$ cat src/sv/phk_pkg.sv
// shared types and constants for the position key hash pipeline
package phk_pkg;

	localparam int unsigned MAX_PITS      = 6;
	localparam int unsigned PIT_COUNT_DEF = 6;
	localparam int unsigned ELEM_W        = 8;
	localparam int unsigned FIELD_W       = 5;
	localparam int unsigned ROW_W         = MAX_PITS * ELEM_W;
	localparam int unsigned KEY_W         = MAX_PITS * FIELD_W;
	localparam int unsigned WORD_W        = 32;
	localparam int unsigned IDX_CFG_W     = 6;

	localparam logic [WORD_W-1:0]    GOLDEN_OFFSET  = 32'h9e37_79b9;
	localparam logic [WORD_W-1:0]    THIRD_INIT     = 32'hfca0_9587;
	localparam logic [IDX_CFG_W-1:0] INDEX_BITS_RST = 6'd20;

	// the three running words of the mix
	typedef struct packed {
		logic [WORD_W-1:0] a;
		logic [WORD_W-1:0] b;
		logic [WORD_W-1:0] c;
	} mix_t;

	// control and key side-band that travels next to the mix words
	typedef struct packed {
		logic             ov;
		logic [KEY_W-1:0] ka;
		logic [KEY_W-1:0] kb;
	} keys_t;

endpackage

$ cat src/sv/position_key_hash_core.sv
// top level of the position key hash: pack, range check and lookup2 mix in four stages
//
//  channel | signals                                   | direction | beat
//  --------+-------------------------------------------+-----------+--------------------------
//  in      | in_valid in_stall mover_side first_row    | sink      | in_valid & !in_stall
//          | second_row                                |           |
//  out     | out_valid out_stall overflow key_first    | source    | out_valid & !out_stall
//          | key_second table_index                    |           |
//  cfg     | cfg_we cfg_wdata (index_bits)             | sink      | cfg_we
//
// four register stages: pack/check/offset, mix lines 1-3, 4-6, 7-9 plus mask
// one beat per cycle sustained while out_stall is low; out_valid rises once the beat leaves stage 3
// each stage advances when it is empty or the stage after it advances, so bubbles collapse
// in_stall is high only while every stage holds a beat and out_stall is high
// reset clears the valid bits and sets index_bits to 20
module position_key_hash_core #(
	parameter int unsigned PIT_COUNT = phk_pkg::PIT_COUNT_DEF
) (
	input  logic                          clk,
	input  logic                          arst_n,
	input  logic                          in_valid,
	output logic                          in_stall,
	input  logic                          mover_side,
	input  logic [phk_pkg::ROW_W-1:0]     first_row,
	input  logic [phk_pkg::ROW_W-1:0]     second_row,
	output logic                          out_valid,
	input  logic                          out_stall,
	output logic                          overflow,
	output logic [phk_pkg::KEY_W-1:0]     key_first,
	output logic [phk_pkg::KEY_W-1:0]     key_second,
	output logic [phk_pkg::WORD_W-1:0]    table_index,
	input  logic                          cfg_we,
	input  logic [phk_pkg::IDX_CFG_W-1:0] cfg_wdata
);

	// configuration register
	logic [phk_pkg::IDX_CFG_W-1:0] index_bits_q;

	always_ff @(posedge clk or negedge arst_n) begin
		if (!arst_n) begin
			index_bits_q <= phk_pkg::INDEX_BITS_RST;
		end else if (cfg_we) begin
			index_bits_q <= cfg_wdata;
		end
	end

	// stage advance chain, computed from the output back
	logic v_s1, v_s2, v_s3;
	logic adv_s1, adv_s2, adv_s3, adv_s4;

	assign adv_s4   = !out_valid || !out_stall;
	assign adv_s3   = !v_s3 || adv_s4;
	assign adv_s2   = !v_s2 || adv_s3;
	assign adv_s1   = !v_s1 || adv_s2;
	assign in_stall = !adv_s1;

	always_ff @(posedge clk or negedge arst_n) begin
		if (!arst_n) begin
			v_s1      <= 1'b0;
			v_s2      <= 1'b0;
			v_s3      <= 1'b0;
			out_valid <= 1'b0;
		end else begin
			if (adv_s1) v_s1 <= in_valid;
			if (adv_s2) v_s2 <= v_s1;
			if (adv_s3) v_s3 <= v_s2;
			if (adv_s4) out_valid <= v_s3;
		end
	end

	// stage 1: pack both rows, range check, pick order, add golden offset
	logic [phk_pkg::KEY_W-1:0] key_r1, key_r2;
	logic                      ok_r1, ok_r2;
	phk_pkg::keys_t            keys_in, keys_s1, keys_s2, keys_s3;
	phk_pkg::mix_t             mix_in, mix_s1, mix_s2, mix_s3;
	phk_pkg::mix_t             mix_d2, mix_d3, mix_d4;

	phk_pack #(.PIT_COUNT(PIT_COUNT)) u_pack_first (
		.row(first_row),
		.key(key_r1),
		.ok (ok_r1)
	);

	phk_pack #(.PIT_COUNT(PIT_COUNT)) u_pack_second (
		.row(second_row),
		.key(key_r2),
		.ok (ok_r2)
	);

	always_comb begin
		keys_in.ov = !(ok_r1 && ok_r2);
		keys_in.ka = mover_side ? key_r1 : key_r2;
		keys_in.kb = mover_side ? key_r2 : key_r1;
		// keys are zero extended to the 32-bit mix words
		mix_in.a = phk_pkg::WORD_W'(keys_in.ka) + phk_pkg::GOLDEN_OFFSET;
		mix_in.b = phk_pkg::WORD_W'(keys_in.kb) + phk_pkg::GOLDEN_OFFSET;
		mix_in.c = phk_pkg::THIRD_INIT;
	end

	always_ff @(posedge clk) begin
		if (adv_s1) begin
			keys_s1 <= keys_in;
			mix_s1  <= mix_in;
		end
	end

	// stages 2 to 4: three mix lines each
	phk_mix3 #(.SH_A(13), .SH_B(8),  .SH_C(13)) u_mix_s2 (.d(mix_s1), .q(mix_d2));
	phk_mix3 #(.SH_A(12), .SH_B(16), .SH_C(5))  u_mix_s3 (.d(mix_s2), .q(mix_d3));
	phk_mix3 #(.SH_A(3),  .SH_B(10), .SH_C(15)) u_mix_s4 (.d(mix_s3), .q(mix_d4));

	always_ff @(posedge clk) begin
		if (adv_s2) begin
			keys_s2 <= keys_s1;
			mix_s2  <= mix_d2;
		end
		if (adv_s3) begin
			keys_s3 <= keys_s2;
			mix_s3  <= mix_d3;
		end
	end

	// index mask: widths of 32 and above keep every bit
	logic [phk_pkg::WORD_W-1:0] index_mask;

	assign index_mask = index_bits_q[phk_pkg::IDX_CFG_W-1]
		? '1 : ~({phk_pkg::WORD_W{1'b1}} << index_bits_q[phk_pkg::IDX_CFG_W-2:0]);

	// output register, overflow forces the payload to zero
	always_ff @(posedge clk) begin
		if (adv_s4) begin
			overflow    <= keys_s3.ov;
			key_first   <= keys_s3.ov ? '0 : keys_s3.ka;
			key_second  <= keys_s3.ov ? '0 : keys_s3.kb;
			table_index <= keys_s3.ov ? '0 : (mix_d4.c & index_mask);
		end
	end

	// overflow beats carry an all-zero payload
	a_ov_zero: assert property (@(posedge clk) disable iff (!arst_n)
		(out_valid && overflow) |-> (key_first == '0 && key_second == '0 && table_index == '0))
		else $error("overflow beat with nonzero payload");

	// input is held off only when every stage is full and the output is stalled
	a_stall_full: assert property (@(posedge clk) disable iff (!arst_n)
		in_stall |-> (v_s1 && v_s2 && v_s3 && out_valid && out_stall))
		else $error("input stalled with a free stage");

	// a beat in stage 1 that may advance reaches stage 2
	a_s1_to_s2: assert property (@(posedge clk) disable iff (!arst_n)
		(v_s1 && adv_s2) |=> v_s2)
		else $error("beat lost between stage 1 and stage 2");

	// a stalled output beat is still there next cycle
	a_out_hold: assert property (@(posedge clk) disable iff (!arst_n)
		(out_valid && out_stall) |=> out_valid)
		else $error("stalled output beat dropped");

endmodule

$ cat src/sv/phk_pack.sv
// packs one row of byte counts into 5-bit fields and range checks it
module phk_pack #(
	parameter int unsigned PIT_COUNT = phk_pkg::PIT_COUNT_DEF
) (
	input  logic [phk_pkg::ROW_W-1:0] row,
	output logic [phk_pkg::KEY_W-1:0] key,
	output logic                      ok
);

	always_comb begin
		key = '0;
		ok  = 1'b1;
		for (int i = 0; i < PIT_COUNT; i++) begin
			// elements must stay in 0..31
			if (row[i*phk_pkg::ELEM_W+phk_pkg::FIELD_W +: phk_pkg::ELEM_W-phk_pkg::FIELD_W] != '0)
				ok = 1'b0;
			key[i*phk_pkg::FIELD_W +: phk_pkg::FIELD_W] = row[i*phk_pkg::ELEM_W +: phk_pkg::FIELD_W];
		end
	end

endmodule

$ cat src/sv/phk_mix3.sv
// three lines of the lookup2 mix with their shift amounts
module phk_mix3 #(
	parameter int unsigned SH_A = 13,
	parameter int unsigned SH_B = 8,
	parameter int unsigned SH_C = 13
) (
	input  phk_pkg::mix_t d,
	output phk_pkg::mix_t q
);

	logic [phk_pkg::WORD_W-1:0] a1, b1, c1;

	always_comb begin
		a1 = (d.a - d.b - d.c) ^ (d.c >> SH_A);
		b1 = (d.b - d.c - a1) ^ (a1 << SH_B);
		c1 = (d.c - a1 - b1) ^ (b1 >> SH_C);
		q.a = a1;
		q.b = b1;
		q.c = c1;
	end

endmodule

$ cat config.mk
export PLATFORM = sky130hd
export DESIGN_NAME = position_key_hash_core
export DESIGN_NICKNAME = d
export VERILOG_FILES = /design/src/sv/phk_pkg.sv /design/src/sv/position_key_hash_core.sv /design/src/sv/phk_pack.sv /design/src/sv/phk_mix3.sv
export SDC_FILE = /design/constraint.sdc
export NUM_CORES = 2
export LEC_CHECK = 0
export ABC_AREA = 0
export BUFFER_PORTS_ARGS = -buffer_cell sky130_fd_sc_hd__buf_2
export CAP_MARGIN = 20
export CORE_MARGIN = 2
export CORE_UTILIZATION = 25
export CTS_CLUSTER_DIAMETER = 50
export CTS_CLUSTER_SIZE = 8
export DETAILED_ROUTE_END_ITERATION = 7
export GPL_TIMING_DRIVEN = 0
export SKIP_CTS_REPAIR_TIMING = 1
export SYNTH_ARGS = -nofsm -noshare
export SYNTH_HDL_FRONTEND = slang
export SYNTH_SLANG_ARGS = --single-unit
$ cat constraint.sdc
create_clock -name clk -period 22.3 [get_ports clk]
set_input_delay 3.345 -clock clk [delete_from_list [all_inputs] [get_ports clk]]
set_output_delay 3.345 -clock clk [all_outputs]
set_load 0.01 [all_outputs]
## After elaboration in Yosys (flattened, before gate mapping)

Cells that the tools add are included.

- Add/subtract/negate cells: 20
- Muxes and demuxes: 15
- Reductions and logical operators: 24
- Shifts and indexed selects: 1
- Bitwise gates (word level): 11

Operator list:

| cell | number |
|---|---|
| $sub A32 B32 Y32 | 15 |
| $xor A32 B32 Y32 | 3 |
| $add A30 B32 Y32 const B | 2 |
| $sub A32 B32 Y32 const B | 2 |
| $mux W30 | 2 |
| $reduce_bool A3 Y1 | 12 |
| $and A32 B32 Y32 | 1 |
| $mux W32 | 1 |
| $not A32 Y32 | 1 |
| $shl A32 B5 Y32 const A | 1 |
| $sub A32 B32 Y32 const A | 1 |
| $xor A32 B17 Y32 | 1 |
| $xor A32 B19 Y32 | 1 |
| $xor A32 B20 Y32 | 1 |
| $xor A32 B27 Y32 | 1 |
| $xor A32 B29 Y32 | 1 |
| $mux W1 | 12 |
| $not A9 Y9 | 1 |
| $logic_not A1 Y1 | 7 |
| $logic_or A1 B1 Y1 | 4 |
| $logic_and A1 B1 Y1 | 1 |

- Bits of input ports: 108
- Bits in registers: 542

## Depth between registers and ports, before layout

- Depth in word-level cells: 9
- Mapped depth: 36

## Modules after synthesis

From an unflattened synthesis, not the netlist that was laid out.

- Cells, all modules: 4,100
- Area, all modules: 44,162.4 um2

By module, submodules not included:

| module | sequential area each (um2) | cells each | times used | area each (um2) |
|---|---|---|---|---|
| position_key_hash_core | 16,168.0 | 1,064 | 1 | 19,731.4 |
| phk_mix3 (u_mix_s4) | 0.0 | 983 | 1 | 8,025.2 |
| phk_mix3 (u_mix_s3) | 0.0 | 1,013 | 1 | 7,956.4 |
| phk_mix3 (u_mix_s2) | 0.0 | 968 | 1 | 7,911.3 |
| phk_pack | 0.0 | 36 | 2 | 269.0 |

## Worst setup path after synthesis

OpenSTA, ideal clock, no wires.

- Path kind: input -> output
- Start: input port out_stall
- End: output port in_stall
- Cell stages on the path: 3
- Path slack: 11.842 ns
- Arrival: 7.113 ns
- Cells stage by stage: and3_1 > nand3_1 > inv_1

- Word-level cells in the longest chain between the ends: 6

RTL lines:

| element | line | source |
|---|---|---|
| from (decl) | position_key_hash_core.sv:27 | `input logic out_stall,` |
| $logic_not A1 Y1 | position_key_hash_core.sv:51 | `assign adv_s4 = !out_valid \|\| !out_stall;` |
| $logic_or A1 B1 Y1 | position_key_hash_core.sv:51 |  |
| $logic_or A1 B1 Y1 | position_key_hash_core.sv:52 | `assign adv_s3 = !v_s3 \|\| adv_s4;` |
| $logic_or A1 B1 Y1 | position_key_hash_core.sv:53 | `assign adv_s2 = !v_s2 \|\| adv_s3;` |
| $logic_or A1 B1 Y1 | position_key_hash_core.sv:54 | `assign adv_s1 = !v_s1 \|\| adv_s2;` |
| $logic_not A1 Y1 | position_key_hash_core.sv:55 | `assign in_stall = !adv_s1;` |
| to (decl) | position_key_hash_core.sv:22 | `output logic in_stall,` |

No other way between the ends.

## Worst setup path after layout

- Start: register mix_s3[0] (netlist name)
- End: register table_index[31] (netlist name), data pin

- Word-level cells in the longest chain between the ends: 7

RTL lines:

| element | line | source |
|---|---|---|
| from (decl) | position_key_hash_core.sv:75 | `phk_pkg::mix_t mix_in, mix_s1, mix_s2, mix_s3;` |
| from (signal assigned) | position_key_hash_core.sv:119 | `mix_s3 <= mix_d3;` |
| $sub A32 B32 Y32 | phk_mix3.sv:14 | `a1 = (d.a - d.b - d.c) ^ (d.c >> SH_A);` |
| $xor A32 B29 Y32 | phk_mix3.sv:14 |  |
| $sub A32 B32 Y32 | phk_mix3.sv:15 | `b1 = (d.b - d.c - a1) ^ (a1 << SH_B);` |
| $xor A32 B32 Y32 | phk_mix3.sv:15 |  |
| $sub A32 B32 Y32 (*) | phk_mix3.sv:16 | `c1 = (d.c - a1 - b1) ^ (b1 >> SH_C);` |
| $xor A32 B17 Y32 (*) | phk_mix3.sv:16 |  |
| $and A32 B32 Y32 (*) | position_key_hash_core.sv:135 | `table_index <= keys_s3.ov ? '0 : (mix_d4.c & index_mask);` |
| to (signal assigned) | position_key_hash_core.sv:135 |  |
| to (decl) | position_key_hash_core.sv:31 | `output logic [phk_pkg::WORD_W-1:0] table_index,` |

Every way passes the cells marked *; elsewhere a longest branch is shown, timed or not.
A chain may end at the register's enable or synchronous reset.

==> summary.txt <==
Min path
  • Min-delay src: keys_s1[24]
  • HP Class: flop to flop
  • Worst Hold Path Cells: 0
  • Hold Path Sink: keys_s2[24]

Layout
  • Fillers: 16941
  • Final Net Count: 4733
  • Ant diodes: 0
  • Area of the multi-input gates: 0.02237 mm^2
  • Share of layout cells above drive strength 1: 9.931%
  • Register area: 0.01617 mm^2
  • Synth-to-layout area growth: 15.37%

Critical path
  • Arrival @ worst endpoint: 9260 ps
  • R2r setup slk: 13400 ps
  • Crit Reg-Reg Endpoint: table_index[31]
  • CP Buf/Inv Count: 3
  • CP max-delay cell: a211oi_1
  • Critical path type: flop to flop
  • Setup crit start kind: flop
  • Worst r2r src: mix_s3[0]
  • CP max FO: 5
  • Req. time, crit path: 22660 ps
  • Largest delay share family, worst path: compound AO/OA/AOI/OAI gates
  • Crit path capture type: flop
  • Worst Reg-to-Reg Cells: 33
  • Slowest stage delay, CP: 580 ps

Place
  • Port Buf Inserts: 200
  • DP HPWL: 82850 um
  • RePlAce Congestion: 0.8781

Yosys
  • Warnings from Yosys: 0
  • Syn_nets: 4443
  • Leading area contributor after synthesis: edfxtp_1
  • Synth cell types: 80
  • Synth top area share: 38.92%
  • Async set-reset flop share out of synthesis: 1.852%
  • Cell Area, Synth: 0.04089 mm^2
  • #FFs+latches synth: 540
  • Sequential fraction of the synthesis area: 39.54%
  • Post-Syn Area per Cell: 10.86 um^2
  • Top cells by count, synth: 599 x inv_1, 530 x edfxtp_1, 388 x ha_1, 373 x xnor2_1, 235 x a21oi_1
  • Top post-synthesis cells by area: edfxtp_1 39%, ha_1 12%, fa_1 9.0%, xnor2_1 8.0%, inv_1 5.5%
  • Most common cell in the netlist: inv_1
  • Mapped Cells: 3764
  • Post-synth EDFFs: 530
  • Primary FF master, synth: edfxtp_1

Timing
  • Unrepaired setup endpoints after global routing: no
  • Final Hold Violating Endpoints: 0
  • Clock skew: 59.12 ps
  • Endpoints failing setup: 0
  • Min cycle time layout: 8902 ps
  • Slew Limit Fails: 0
  • Setup TNS: 0 ps
  • Slew @ Worst Pin: 1071 ps
  • Worst slew margin: 28.61%
  • Fmax: 112.3 MHz
  • Part of the cycle the worst path needs: 39.92%

Detailed routing
  • DRC errors left: 0
  • Drt via density: 4.437
  • Top sig layer: met5
  • Initial DRC Count: 1837
  • Final WL: 101700 um
  • Per-cell routed wire length: 16.26 um
  • Final ANT Viol Nets: 0
  • Met2 wire length: 44180 um
  • Vias: 27746
  • Met1 WL: 50150 um
  • Met3 WL: 4581 um
  • Drt first pass iters: 5

Global routing
  • Total Routing Usage GR: 12.08%
  • Vias in the first global route: 27849
  • Largest net degree at the start of global routing: 97
  • Initial antenna violation count: 20
  • First-pass GRT wire length: 158400 um
  • Grt ovf: 0

Die
  • Core Box Area: 0.1626 mm^2
  • Starting Density: 25.15%
  • I/O Pins: 203
  • Die Wd: 408.4 um
  • DIE AREA: 0.1668 mm^2
  • Die height: 408.4 um
  • FP Rows: 148

Run
  • Max_cap viols: 0

Clock network
  • Max H-tree Level: 3
  • Clk slew on worst S/H paths: 50 ps
  • Num CTS Buffers: 81
  • Number of clock sinks: 540
  • Clock buffer depth: 3
  • Clock Root Buffer: clkbuf_16
  • Clock latency on the worst-skew pair: 670 ps
  • Clock tree from TritonCTS: done

Status
  • Status: finished clean
[kinds of logic (layout without fill, tap and decap cells)]
group / count (synthesis) / count (layout) / share of synthesized area, %
buffers and inverters: 631 / 945 / 5.817
DFF: 540 / 540 / 39.54
and+or+nand+nor: 641 / 641 / 7.741
muxes: 69 / 69 / 1.827
adders and majority gates: 571 / 571 / 20.83
AOI/OAI and AO/OA: 803 / 803 / 13.12
xor gates and xnor gates: 509 / 509 / 11.13
[worst reg2reg max path, delay by kind of cell (launching register included)]
family          cells  cell delay (ps)
compound gates     15             3270
xor+xnor            4             1250
fa+ha+maj           6             2430
buf+inv             3              270
flops               1              480
simple gates        5              910
[metal layers]
layer | vias up | global-route usage, %
li1 | 13655 | -
met1 | 13166 | 17.19
met2 | 748 | 18.93
met3 | 173 | 1.857
met4 | 4 | 3.359
met5 | - | 0
[metrics by stage]
stage / hold WS (ps) / cell area [um^2] / util, % / instances / setup WS [ps]
after global routing: 408.4 / 47180 / 29.02 / 6253 / 12710
final: 407.4 / 47180 / 29.02 / 6253 / 13400
after CTS: 393.6 / 47180 / 29.02 / 6253 / 13380
after floorplan: 400.3 / 40890 / - / 3764 / 11840
after global placement: 403.0 / 44620 / 27.44 / 6139 / 10080
after detailed placement: 404.5 / 44830 / 27.57 / 6146 / 12690
[cell usage in the layout, fill, tap and decap left out, types with 58 or more instances in the layout]
cell type / synthesis / final
xor2_1: 129 / 129
edfxtp_1: 530 / 530
nor2_1: 157 / 157
nor2b_1: 84 / 84
ha_1: 388 / 388
buf_2: 8 / 208
xnor2_1: 373 / 373
inv_1: 599 / 598
nand2_1: 148 / 146
a21oi_1: 235 / 235
fa_1: 183 / 183
a21o_1: 158 / 158
nor3_1: 58 / 58
clkbuf_16: 0 / 81
o21ai_0: 113 / 113
[sequential cells by signal, summed over array words and instances (netlist names)]
| register | cells |
|---|---|
| mix_s2 | 96 |
| table_index | 32 |
| mix_s1 | 62 |
| overflow | 1 |
| mix_s3 | 96 |
| v_s1 | 1 |
| out_valid | 1 |
| index_bits_q | 6 |
| v_s3 | 1 |
| v_s2 | 1 |
| keys_s1 | 61 |
| key_first | 30 |
| keys_s2 | 61 |
| key_second | 30 |
| keys_s3 | 61 |
[how the worst max path moves through the flow]
| stage | startpoint | end | slack, ps | cells after the start |
|---|---|---|---|---|
| floorplan | out_stall | in_stall | 11840 | 3 |
| global placement | out_stall | in_stall | 10080 | 5 |
| detailed placement | mover_side | mix_s1[94] | 12690 | 18 |
| CTS | mover_side | mix_s1[94] | 13380 | 18 |
| global route | mix_s3[0] | table_index[31] | 12710 | 34 |
| finish | mix_s3[0] | table_index[31] | 13400 | 33 |
[area by class of cell]
class / count / area share [%]
Buffer: 32 / 0.2785
Clock buffer: 90 / 4.368
Clock inverter: 17 / 0.6100
Inverter: 599 / 4.781
Multi-Input combinational cell: 2593 / 47.42
Sequential cell: 540 / 34.27
Tap cell: 2175 / 5.768
Timing Repair Buffer: 207 / 2.503
Power is not shown: default switching activity piles up to over one toggle a cycle in this logic, so the estimate is an artifact.
